File: src/rtl/pedda_pkg.sv
`timescale 1ns / 1ps
// ============================================================================
// pedda_pkg: shared types and constants of the polygon edge walker
// Coordinate widths, word formats and the operation codes of the shared
// arithmetic unit.
// ============================================================================
package pedda_pkg;

    // Coordinate width, and the width of the signed duty term.
    localparam int COORD_BITS = 10;
    localparam int DUTY_BITS  = COORD_BITS + 2;

    // Action codes of an input word.
    localparam logic ACT_LOAD = 1'b0;
    localparam logic ACT_STEP = 1'b1;

    // Operations of the shared arithmetic unit.
    typedef enum logic [1:0] {
        ALU_ADD     = 2'd0,
        ALU_SUB     = 2'd1,
        ALU_ABSDIFF = 2'd2
    } alu_op_t;

    // Input word: a load or a step command.
    typedef struct packed {
        logic                  action;
        logic [COORD_BITS-1:0] x_start;
        logic [COORD_BITS-1:0] y_start;
        logic [COORD_BITS-1:0] x_end;
        logic [COORD_BITS-1:0] y_end;
    } in_word_t;

    // Result word: edge x on one scanline.
    typedef struct packed {
        logic [COORD_BITS-1:0] edge_x;
        logic                  last_line;
    } out_word_t;

endpackage

File: src/rtl/pedda_alu.sv
`timescale 1ns / 1ps
// ============================================================================
// pedda_alu: shared add, subtract and absolute-difference unit
// One adder with an operand swap driven by a signed compare. The sequencer
// reuses it for the load setup and for every duty term update.
// ============================================================================
module pedda_alu (
    input  pedda_pkg::alu_op_t                     op,
    input  logic signed [pedda_pkg::DUTY_BITS-1:0] opa,
    input  logic signed [pedda_pkg::DUTY_BITS-1:0] opb,
    output logic signed [pedda_pkg::DUTY_BITS-1:0] result,
    output logic                                   a_lt_b
);
    import pedda_pkg::*;

    logic                        swap;
    logic signed [DUTY_BITS-1:0] lhs;
    logic signed [DUTY_BITS-1:0] rhs;

    // The compare picks the operand order so that an absolute difference
    // needs only one subtraction.
    assign a_lt_b = (opa < opb);
    assign swap   = (op == ALU_ABSDIFF) && a_lt_b;
    assign lhs    = swap ? opb : opa;
    assign rhs    = swap ? opa : opb;

    // Single adder; subtraction for everything but ADD.
    always_comb begin
        case (op)
            ALU_ADD: result = lhs + rhs;
            default: result = lhs - rhs;
        endcase
    end

endmodule

File: src/rtl/polygon_edge_dda_unit.sv
`timescale 1ns / 1ps
// Load word: accepted, then set up on the shared unit in LD_DX, LD_DY, LD_DUTY.
// Step word: each walk step updates the duty term and moves x one pixel while
// it was positive; then the emit state writes the result register when free.
// One word is in work at a time; the shared adder sets the pace of the walk.
// Synchronous active-low reset clears the edge state: no edge is loaded.
// ============================================================================
// polygon_edge_dda_unit: Bresenham edge walker for scan conversion
// Load words set up an edge from its two endpoints; each step word gives the
// edge x on the next scanline, flagged on the last; later ones give no result.
// ============================================================================
module polygon_edge_dda_unit (
    input  logic                 aclk,
    input  logic                 aresetn,
    input  logic                 s_valid,
    output logic                 s_ready,
    input  pedda_pkg::in_word_t  s_data,
    output logic                 m_valid,
    input  logic                 m_ready,
    output pedda_pkg::out_word_t m_data
);
    import pedda_pkg::*;

    localparam int EXT_BITS = DUTY_BITS - COORD_BITS;

    typedef enum logic [5:0] {
        ST_IDLE    = 6'b000001,
        ST_LD_DX   = 6'b000010,
        ST_LD_DY   = 6'b000100,
        ST_LD_DUTY = 6'b001000,
        ST_WALK    = 6'b010000,
        ST_EMIT    = 6'b100000
    } state_t;

    state_t                      state_reg, state_next;
    in_word_t                    in_reg, in_next;
    logic [COORD_BITS-1:0]       cur_x_reg, cur_x_next;
    logic [COORD_BITS-1:0]       abs_dx_reg, abs_dx_next;
    logic [COORD_BITS-1:0]       abs_dy_reg, abs_dy_next;
    logic                        step_left_reg, step_left_next;
    logic signed [DUTY_BITS-1:0] duty_reg, duty_next;
    logic [COORD_BITS-1:0]       lines_left_reg, lines_left_next;
    logic                        m_valid_reg, m_valid_next;
    out_word_t                   m_data_reg, m_data_next;

    alu_op_t                     alu_op;
    logic signed [DUTY_BITS-1:0] alu_a;
    logic signed [DUTY_BITS-1:0] alu_b;
    logic signed [DUTY_BITS-1:0] alu_res;
    logic                        alu_lt;
    logic                        duty_pos;
    logic                        s_fire;

    assign s_ready  = (state_reg == ST_IDLE);
    assign s_fire   = s_valid && s_ready;
    assign m_valid  = m_valid_reg;
    assign m_data   = m_data_reg;
    assign duty_pos = !duty_reg[DUTY_BITS-1] && (duty_reg != '0);

    // Shared arithmetic unit.
    pedda_alu u_alu (
        .op     (alu_op),
        .opa    (alu_a),
        .opb    (alu_b),
        .result (alu_res),
        .a_lt_b (alu_lt)
    );

    // Operand selection for the shared unit, by sequencer state.
    always_comb begin
        alu_op = ALU_SUB;
        alu_a  = duty_reg;
        alu_b  = signed'({{EXT_BITS{1'b0}}, abs_dy_reg});
        unique case (state_reg)
            ST_LD_DX: begin
                alu_op = ALU_ABSDIFF;
                alu_a  = signed'({{EXT_BITS{1'b0}}, in_reg.x_end});
                alu_b  = signed'({{EXT_BITS{1'b0}}, in_reg.x_start});
            end
            ST_LD_DY: begin
                alu_op = ALU_ABSDIFF;
                alu_a  = signed'({{EXT_BITS{1'b0}}, in_reg.y_end});
                alu_b  = signed'({{EXT_BITS{1'b0}}, in_reg.y_start});
            end
            ST_LD_DUTY: begin
                alu_op = ALU_SUB;
                alu_a  = signed'({{EXT_BITS{1'b0}}, abs_dx_reg});
                alu_b  = signed'({{(EXT_BITS+1){1'b0}}, abs_dy_reg[COORD_BITS-1:1]});
            end
            ST_WALK: begin
                if (duty_pos && (abs_dy_reg != '0)) begin
                    alu_op = ALU_SUB;
                    alu_b  = signed'({{EXT_BITS{1'b0}}, abs_dy_reg});
                end else begin
                    alu_op = ALU_ADD;
                    alu_b  = signed'({{EXT_BITS{1'b0}}, abs_dx_reg});
                end
            end
            default: begin
                alu_op = ALU_SUB;
            end
        endcase
    end

    // Sequencer and edge state update.
    always_comb begin
        state_next      = state_reg;
        in_next         = in_reg;
        cur_x_next      = cur_x_reg;
        abs_dx_next     = abs_dx_reg;
        abs_dy_next     = abs_dy_reg;
        step_left_next  = step_left_reg;
        duty_next       = duty_reg;
        lines_left_next = lines_left_reg;
        m_valid_next    = m_valid_reg && !m_ready;
        m_data_next     = m_data_reg;

        unique case (state_reg)
            ST_IDLE: begin
                if (s_fire) begin
                    in_next = s_data;
                    if (s_data.action == ACT_LOAD) begin
                        state_next = ST_LD_DX;
                    end else if (lines_left_reg != '0) begin
                        state_next = ST_WALK;
                    end
                end
            end
            ST_LD_DX: begin
                abs_dx_next    = alu_res[COORD_BITS-1:0];
                step_left_next = alu_lt;
                cur_x_next     = in_reg.x_start;
                state_next     = ST_LD_DY;
            end
            ST_LD_DY: begin
                abs_dy_next     = alu_res[COORD_BITS-1:0];
                lines_left_next = alu_res[COORD_BITS-1:0];
                state_next      = ST_LD_DUTY;
            end
            ST_LD_DUTY: begin
                duty_next  = alu_res;
                state_next = ST_IDLE;
            end
            ST_WALK: begin
                // Move one pixel per cycle while the duty term is positive.
                duty_next = alu_res;
                if (duty_pos && (abs_dy_reg != '0)) begin
                    cur_x_next = step_left_reg ? (cur_x_reg - 1'b1) : (cur_x_reg + 1'b1);
                end else begin
                    lines_left_next = lines_left_reg - 1'b1;
                    state_next      = ST_EMIT;
                end
            end
            ST_EMIT: begin
                // Wait for the result register to be free.
                if (!m_valid_reg || m_ready) begin
                    m_valid_next          = 1'b1;
                    m_data_next.edge_x    = cur_x_reg;
                    m_data_next.last_line = (lines_left_reg == '0);
                    state_next            = ST_IDLE;
                end
            end
            default: begin
                state_next = ST_IDLE;
            end
        endcase
    end

    // Registers.
    always_ff @(posedge aclk) begin
        if (!aresetn) begin
            state_reg      <= ST_IDLE;
            m_valid_reg    <= 1'b0;
            cur_x_reg      <= '0;
            abs_dx_reg     <= '0;
            abs_dy_reg     <= '0;
            step_left_reg  <= 1'b0;
            duty_reg       <= '0;
            lines_left_reg <= '0;
        end else begin
            state_reg      <= state_next;
            m_valid_reg    <= m_valid_next;
            cur_x_reg      <= cur_x_next;
            abs_dx_reg     <= abs_dx_next;
            abs_dy_reg     <= abs_dy_next;
            step_left_reg  <= step_left_next;
            duty_reg       <= duty_next;
            lines_left_reg <= lines_left_next;
        end
    end

    // Payload registers.
    always_ff @(posedge aclk) begin
        in_reg     <= in_next;
        m_data_reg <= m_data_next;
    end

endmodule
File: config.mk
export PLATFORM = sky130hd
export DESIGN_NAME = polygon_edge_dda_unit
export DESIGN_NICKNAME = d
export VERILOG_FILES = /design/src/rtl/pedda_pkg.sv /design/src/rtl/pedda_alu.sv /design/src/rtl/polygon_edge_dda_unit.sv
export SDC_FILE = /design/constraint.sdc
export NUM_CORES = 1
export LEC_CHECK = 0
export ABC_AREA = 1
export ABC_CLOCK_PERIOD_IN_PS = 7300
export BUFFER_PORTS_ARGS = -buffer_cell sky130_fd_sc_hd__buf_2
export CORE_UTILIZATION = 40
export CTS_BUF_LIST = sky130_fd_sc_hd__clkbuf_2
export CTS_CLUSTER_SIZE = 24
export DETAILED_ROUTE_END_ITERATION = 16
export GPL_TIMING_DRIVEN = 0
export PLACE_DENSITY_LB_ADDON = 0.08
export SLEW_MARGIN = 20
export SYNTH_ARGS = -nofsm -noshare
export SYNTH_HDL_FRONTEND = slang
export SYNTH_SLANG_ARGS = --single-unit
File: constraint.sdc
create_clock -name aclk -period 7.3 [get_ports aclk]
set_clock_uncertainty 0.2 [all_clocks]
set_input_delay 1.825 -clock aclk [delete_from_list [all_inputs] [get_ports aclk]]
set_output_delay 1.825 -clock aclk [all_outputs]
set_load 0.01 [all_outputs]
### Word level (Yosys, flattened, before mapping)

Cells that the tools add are included.

| cells by class | value |
|---|---|
| reductions and logical operators | 23 |
| multiplexer cells | 21 |
| equal/unequal tests | 12 |
| $add $sub $neg | 5 |
| magnitude comparators | 1 |

Operator list:

| operator | number |
|---|---|
| 10-bit two-way mux | 4 |
| 10-bit one-hot mux with 2 select lines | 2 |
| 10-bit one-hot mux with 4 select lines | 1 |
| 12-bit two-way mux | 3 |
| 12-bit one-hot mux with 3 select lines | 1 |
| 6-bit two-way mux | 5 |
| 6-bit one-hot mux with 5 select lines | 1 |
| 10-bit nonzero test | 2 |
| 10-bit by 1-bit subtractor with 10-bit output, second input constant | 2 |
| 12-bit adder | 1 |
| 12-bit by 11-bit < comparator with 1-bit output | 1 |
| 12-bit nonzero test | 1 |
| 12-bit subtractor | 1 |
| 10-bit by 1-bit adder with 10-bit output, second input constant | 1 |
| 10-bit zero test | 1 |
| 2-bit AND reduction | 4 |
| 6-bit by 1-bit == test with 1-bit output, second input constant | 1 |
| 6-bit by 2-bit == test with 1-bit output, second input constant | 1 |
| 6-bit by 3-bit == test with 1-bit output, second input constant | 1 |
| 6-bit by 4-bit == test with 1-bit output, second input constant | 1 |
| 6-bit by 5-bit == test with 1-bit output, second input constant | 1 |
| 6-bit == test, second input constant | 1 |
| 2-bit inequality test, second input constant | 3 |
| 1-bit logical AND | 5 |
| other kinds (11) | 17 |

| word-level totals | value |
|---|---|
| logic and storage cells | 76 |
| bits in registers | 111 |
| input port bits | 45 |
| output and inout bits | 13 |

### Depth between registers and ports, before layout

| depth | value |
|---|---|
| word-level depth | 11 |
| depth in mapped cells | 44 |

### By module

A second synthesis with hierarchy kept.

| unflattened totals | value |
|---|---|
| cells, all modules | 865 |
| area total of the unflattened synthesis | 6696.4 um^2 |

By module, submodules not included:

| module | sequential area each (um^2) | area each (um^2) | times used | cells an instance |
|---|---|---|---|---|
| polygon_edge_dda_unit | 2732.6 | 5208.7 | 1 | 616 |
| pedda_alu | 0.0 | 1487.7 | 1 | 249 |

### Least setup slack after synthesis

Ideal clock, no wire load.

| path | value |
|---|---|
| kind | reg2reg |
| start point | reg state_reg[0] |
| end point | reg duty_reg[10] |
| data required time | 7.044 ns |
| path slack | 2.350 ns |
| setup time | 0.056 ns |
| cell stages (with the launch flop) | 41 |
| buffers on the path | 2 |
| data arrival time | 4.694 ns |
| cell sequence | dfxtp_1 nor2_4 nand2_2 nor3_4 buf_6 nand3_4 buf_6 a21oi_1 nor2_1 ha_1 nand2_1 inv_1 nor2_1 o21a_1 nand2_1 nand2_1 nand2_2 nand2_4 [... 5 more ...] o21ai_0 inv_1 fa_1 nand3b_1 nand2_1 a21oi_1 o21bai_1 nand2_1 nand2_1 nand2_1 nand2_1 nand2_1 nand2_1 a21oi_1 or2_2 nand3_1 nand2_1 inv_1 |

| on the way | value |
|---|---|
| longest elaborated chain between the ends | 8 |
| elaborated cells on any way between the ends | 18 |

RTL lines:

| element | RTL line | RTL |
|---|---|---|
| start: declaration | polygon_edge_dda_unit.sv:35 | `state_t state_reg, state_next;` |
| start signal: assignment | polygon_edge_dda_unit.sv:181 | `state_reg <= state_next;` |
| parallel branches: the longest is 8 deep, another holds 12-bit by 11-bit < comparator with 1-bit output | - |  |
| end signal: assignment | polygon_edge_dda_unit.sv:187 | `duty_reg <= duty_next;` |
| end: declaration | polygon_edge_dda_unit.sv:41 | `logic signed [DUTY_BITS-1:0] duty_reg, duty_next;` |

Several ways; the timed one is not identified.
A chain may end at the register's enable or synchronous reset.

### Worst setup path in the final report

| path | value |
|---|---|
| start point | reg state_reg[5] |
| end point | reg lines_left_reg[8] |

| on the way | value |
|---|---|
| longest elaborated chain between the ends | 9 |
| elaborated cells on any way between the ends | 21 |

RTL lines:

| element | RTL line | RTL |
|---|---|---|
| parallel branches: the longest is 9 deep, another holds 12-bit by 11-bit < comparator with 1-bit output | - |  |
| end signal: assignment | polygon_edge_dda_unit.sv:188 | `lines_left_reg <= lines_left_next;` |
| end: declaration | polygon_edge_dda_unit.sv:42 | `logic [COORD_BITS-1:0] lines_left_reg, lines_left_next;` |

Several ways; the timed one is not identified.

==> run summary <==
status - completed
ANT cells - 0
vias per cell - 5.12
hold path start - abs_dy_reg[0]$_SDFFE_PN0N_
area share of the largest cell type after synthesis - 23.1%
site row count - 46
drt first-iter violations - 411
clock root buffer - clkbuf_2
top-count cell post-synth - nand2_1
Post-synth top cells - 163 x nand2_1, 123 x inv_1, 74 x a21oi_1
critical path class - flop to flop
RSZ-0062 raised after global routing - no
static leakage - 3.43 nW
Power Dens Cells - 277 nW/um^2
area grow syn2layout - 10.6%
CTS tree - done
clock sinks - 111
Max Slew Vio Count - 0
Finished Cell Area - 7330 um^2
Util after Layout - 45.6%
sequential-to-total area share from yosys stat - 41.2%
ys async rst share - 0%
Hold WC Path Type - flop to flop
met1 GRT Util - 33.3%
final wirelength - 19.3 mm
Post-CTS Resized - 0
Multi-input gate area - 3270 um^2
H-tree levels - 3
CP startpoint kind - flop
Largest register FFs - 40
core area - 16,100 um^2
Post-synth EDFFs - 51
Worst Setup SP - state_reg[5]$_SDFFE_PN0P_
GRT Resource Usage Total - 23.9%
Crit path largest cell delay - 0.72 ns
area leader, netlist - edfxtp_1
Netlist cell types - 51
initial antenna violation count - 0
WHS Path Cells - 2
max_cap viols - 0
yosys warns - 0
GRT overflow - 0
largest net degree at the start of global routing - 32
crit path time final - 6.25 ns
vias in the first global route - 5,423
Reg area - 2730 um^2
GRT Max-Usage Layer - met2
DRC Markers - 0
post-synthesis register bit count - 111
1st-pass router iterations - 5
fin nets - 989
Reg2Reg Launch Point - state_reg[5]$_SDFFE_PN0P_
Worst Path Buf+Inv - 4
Detail Route Antenna Nets - 0
crit-path most repeated cell - nand2_1
achievable frequency - 160 MHz
setup tns final - 0 ns
worst path required time - 7.70 ns
Initial Util - 41.3%
dpl hpwl - 15.0 mm
CP Data Arrival Time - 6.65 ns
Hold WS - 0.305 ns
buffer count from post-CTS setup fixing - 0
Worst slew margin - 33.9%
Port Buf Inserts - 57
Post-synth top flop - dfxtp_1
Die X - 131 um
Syn Inst Count - 842
layout cells sized above 1 - 15.2%
Boundary Pins - 58
RePlAce Congestion - 0.912
WP depth - 35
reg2reg path depth - 35
Area after DPL - 7210 um^2
Setup crit end kind - flop
Worst Tran Pin Value - 0.985 ns
syn_nets - 920
mapped cell area - 6630 um^2
synthesized area per cell - 7.87 um^2
final hold vios - 0
cell with the largest stage delay on the worst path - xor2_1
# setup viols final - 0
Max VDD drop - 0.171 mV
Clock Latency Late Sink - 0.68 ns
Total Power - 0.00203 W
largest cells by area after synthesis - edfxtp_1 23%, dfxtp_1 18%, nand2_1 9.2%
worst-path maximum fanout - 10
hold_buf cts - 0
first-pass GRT wire length - 30.0 mm
GR Layer Usage met2 - 38.2%
die area - 17,100 um^2
Tcrit/Tclk final - 85.6%
Num CTS Buffers - 9
clk buf depth - 2
grt met3 use - 3.91%
Filler Cell Count - 1,675
die height - 131 um
drt wl/cell - 17.0 um
vias after detailed routing - 5,791
Worst-path clk slew - 0.30 ns
kind of cell adding the most delay to the critical path - simple AND/OR/NAND/NOR gates
stage by stage:
stage,setup slack (ns),instances
2_1_floorplan,2.35,842
3_3_place_gp,1.26,1115
3_5_place_dp,1.12,1116
4_1_cts,1.04,1132
5_1_grt,0.537,1132
6_report,1.05,1132
worst paths after layout:
path / to / slack [ns]
worst min register to register: abs_dy_reg[0]$_SDFFE_PN0N_ / 0.31
worst max register to register: lines_left_reg[8]$_SDFFE_PN0P_ / 1.05
worst max-delay path: lines_left_reg[8]$_SDFFE_PN0P_ / 1.05
worst min-delay path: abs_dy_reg[0]$_SDFFE_PN0N_ / 0.31
metal layers:
metal | share of wire [%] | wire length [um]
met1 | 49 | 9380
met2 | 45 | 8730
met3 | 4.1 | 798
met4 | 2.0 | 378
met5 | 0 | 0
area by class of cell:
class	instances	share of cell area [%]
Buffer	27	2.05
Clock buffer	9	0.615
Clock inverter	7	0.939
Inverter	130	6.69
Multi-Input combinational cell	574	44.6
Sequential cell	111	37.3
Tap cell	216	3.69
Timing Repair Buffer	58	4.17
where the power goes:
group | internal [W] | switching [W]
registers | 0.000761 | 0.0000490
clock network | 0.0000570 | 0.000234
logic | 0.000273 | 0.000654
total | 0.00109 | 0.000936
cells in the final DEF, fill, tap and decap left out, types with 11 or more instances in the layout:
cell type	synthesis	layout
dfxtp_1	60	60
nor2_1	64	63
clkbuf_1	18	18
buf_2	3	60
o211ai_1	11	11
nand3_1	40	40
inv_1	123	123
a21oi_1	74	73
o21ai_0	67	67
edfxtp_1	51	51
nand2_1	163	163
ha_1	31	31
xor2_1	11	11
nand2_2	13	13
worst min-delay path: stages (launching register included):
cell and delay (ns):
dfxtp_1 0.38, inv_1 0.07, a21oi_1 0.06
kinds of logic (layout without fill, tap and decap cells):
logic type,after synthesis,in the layout,synth area share [%]
adders and majority gates,33,33,6.46
xor gates and xnor gates,18,18,2.38
AOI/OAI and AO/OA,199,199,17.3
buffers and inverters,157,231,9.67
DFF,111,111,41.2
and+or+nand+nor,324,324,22.9
(Power assumes the default switching activity.)
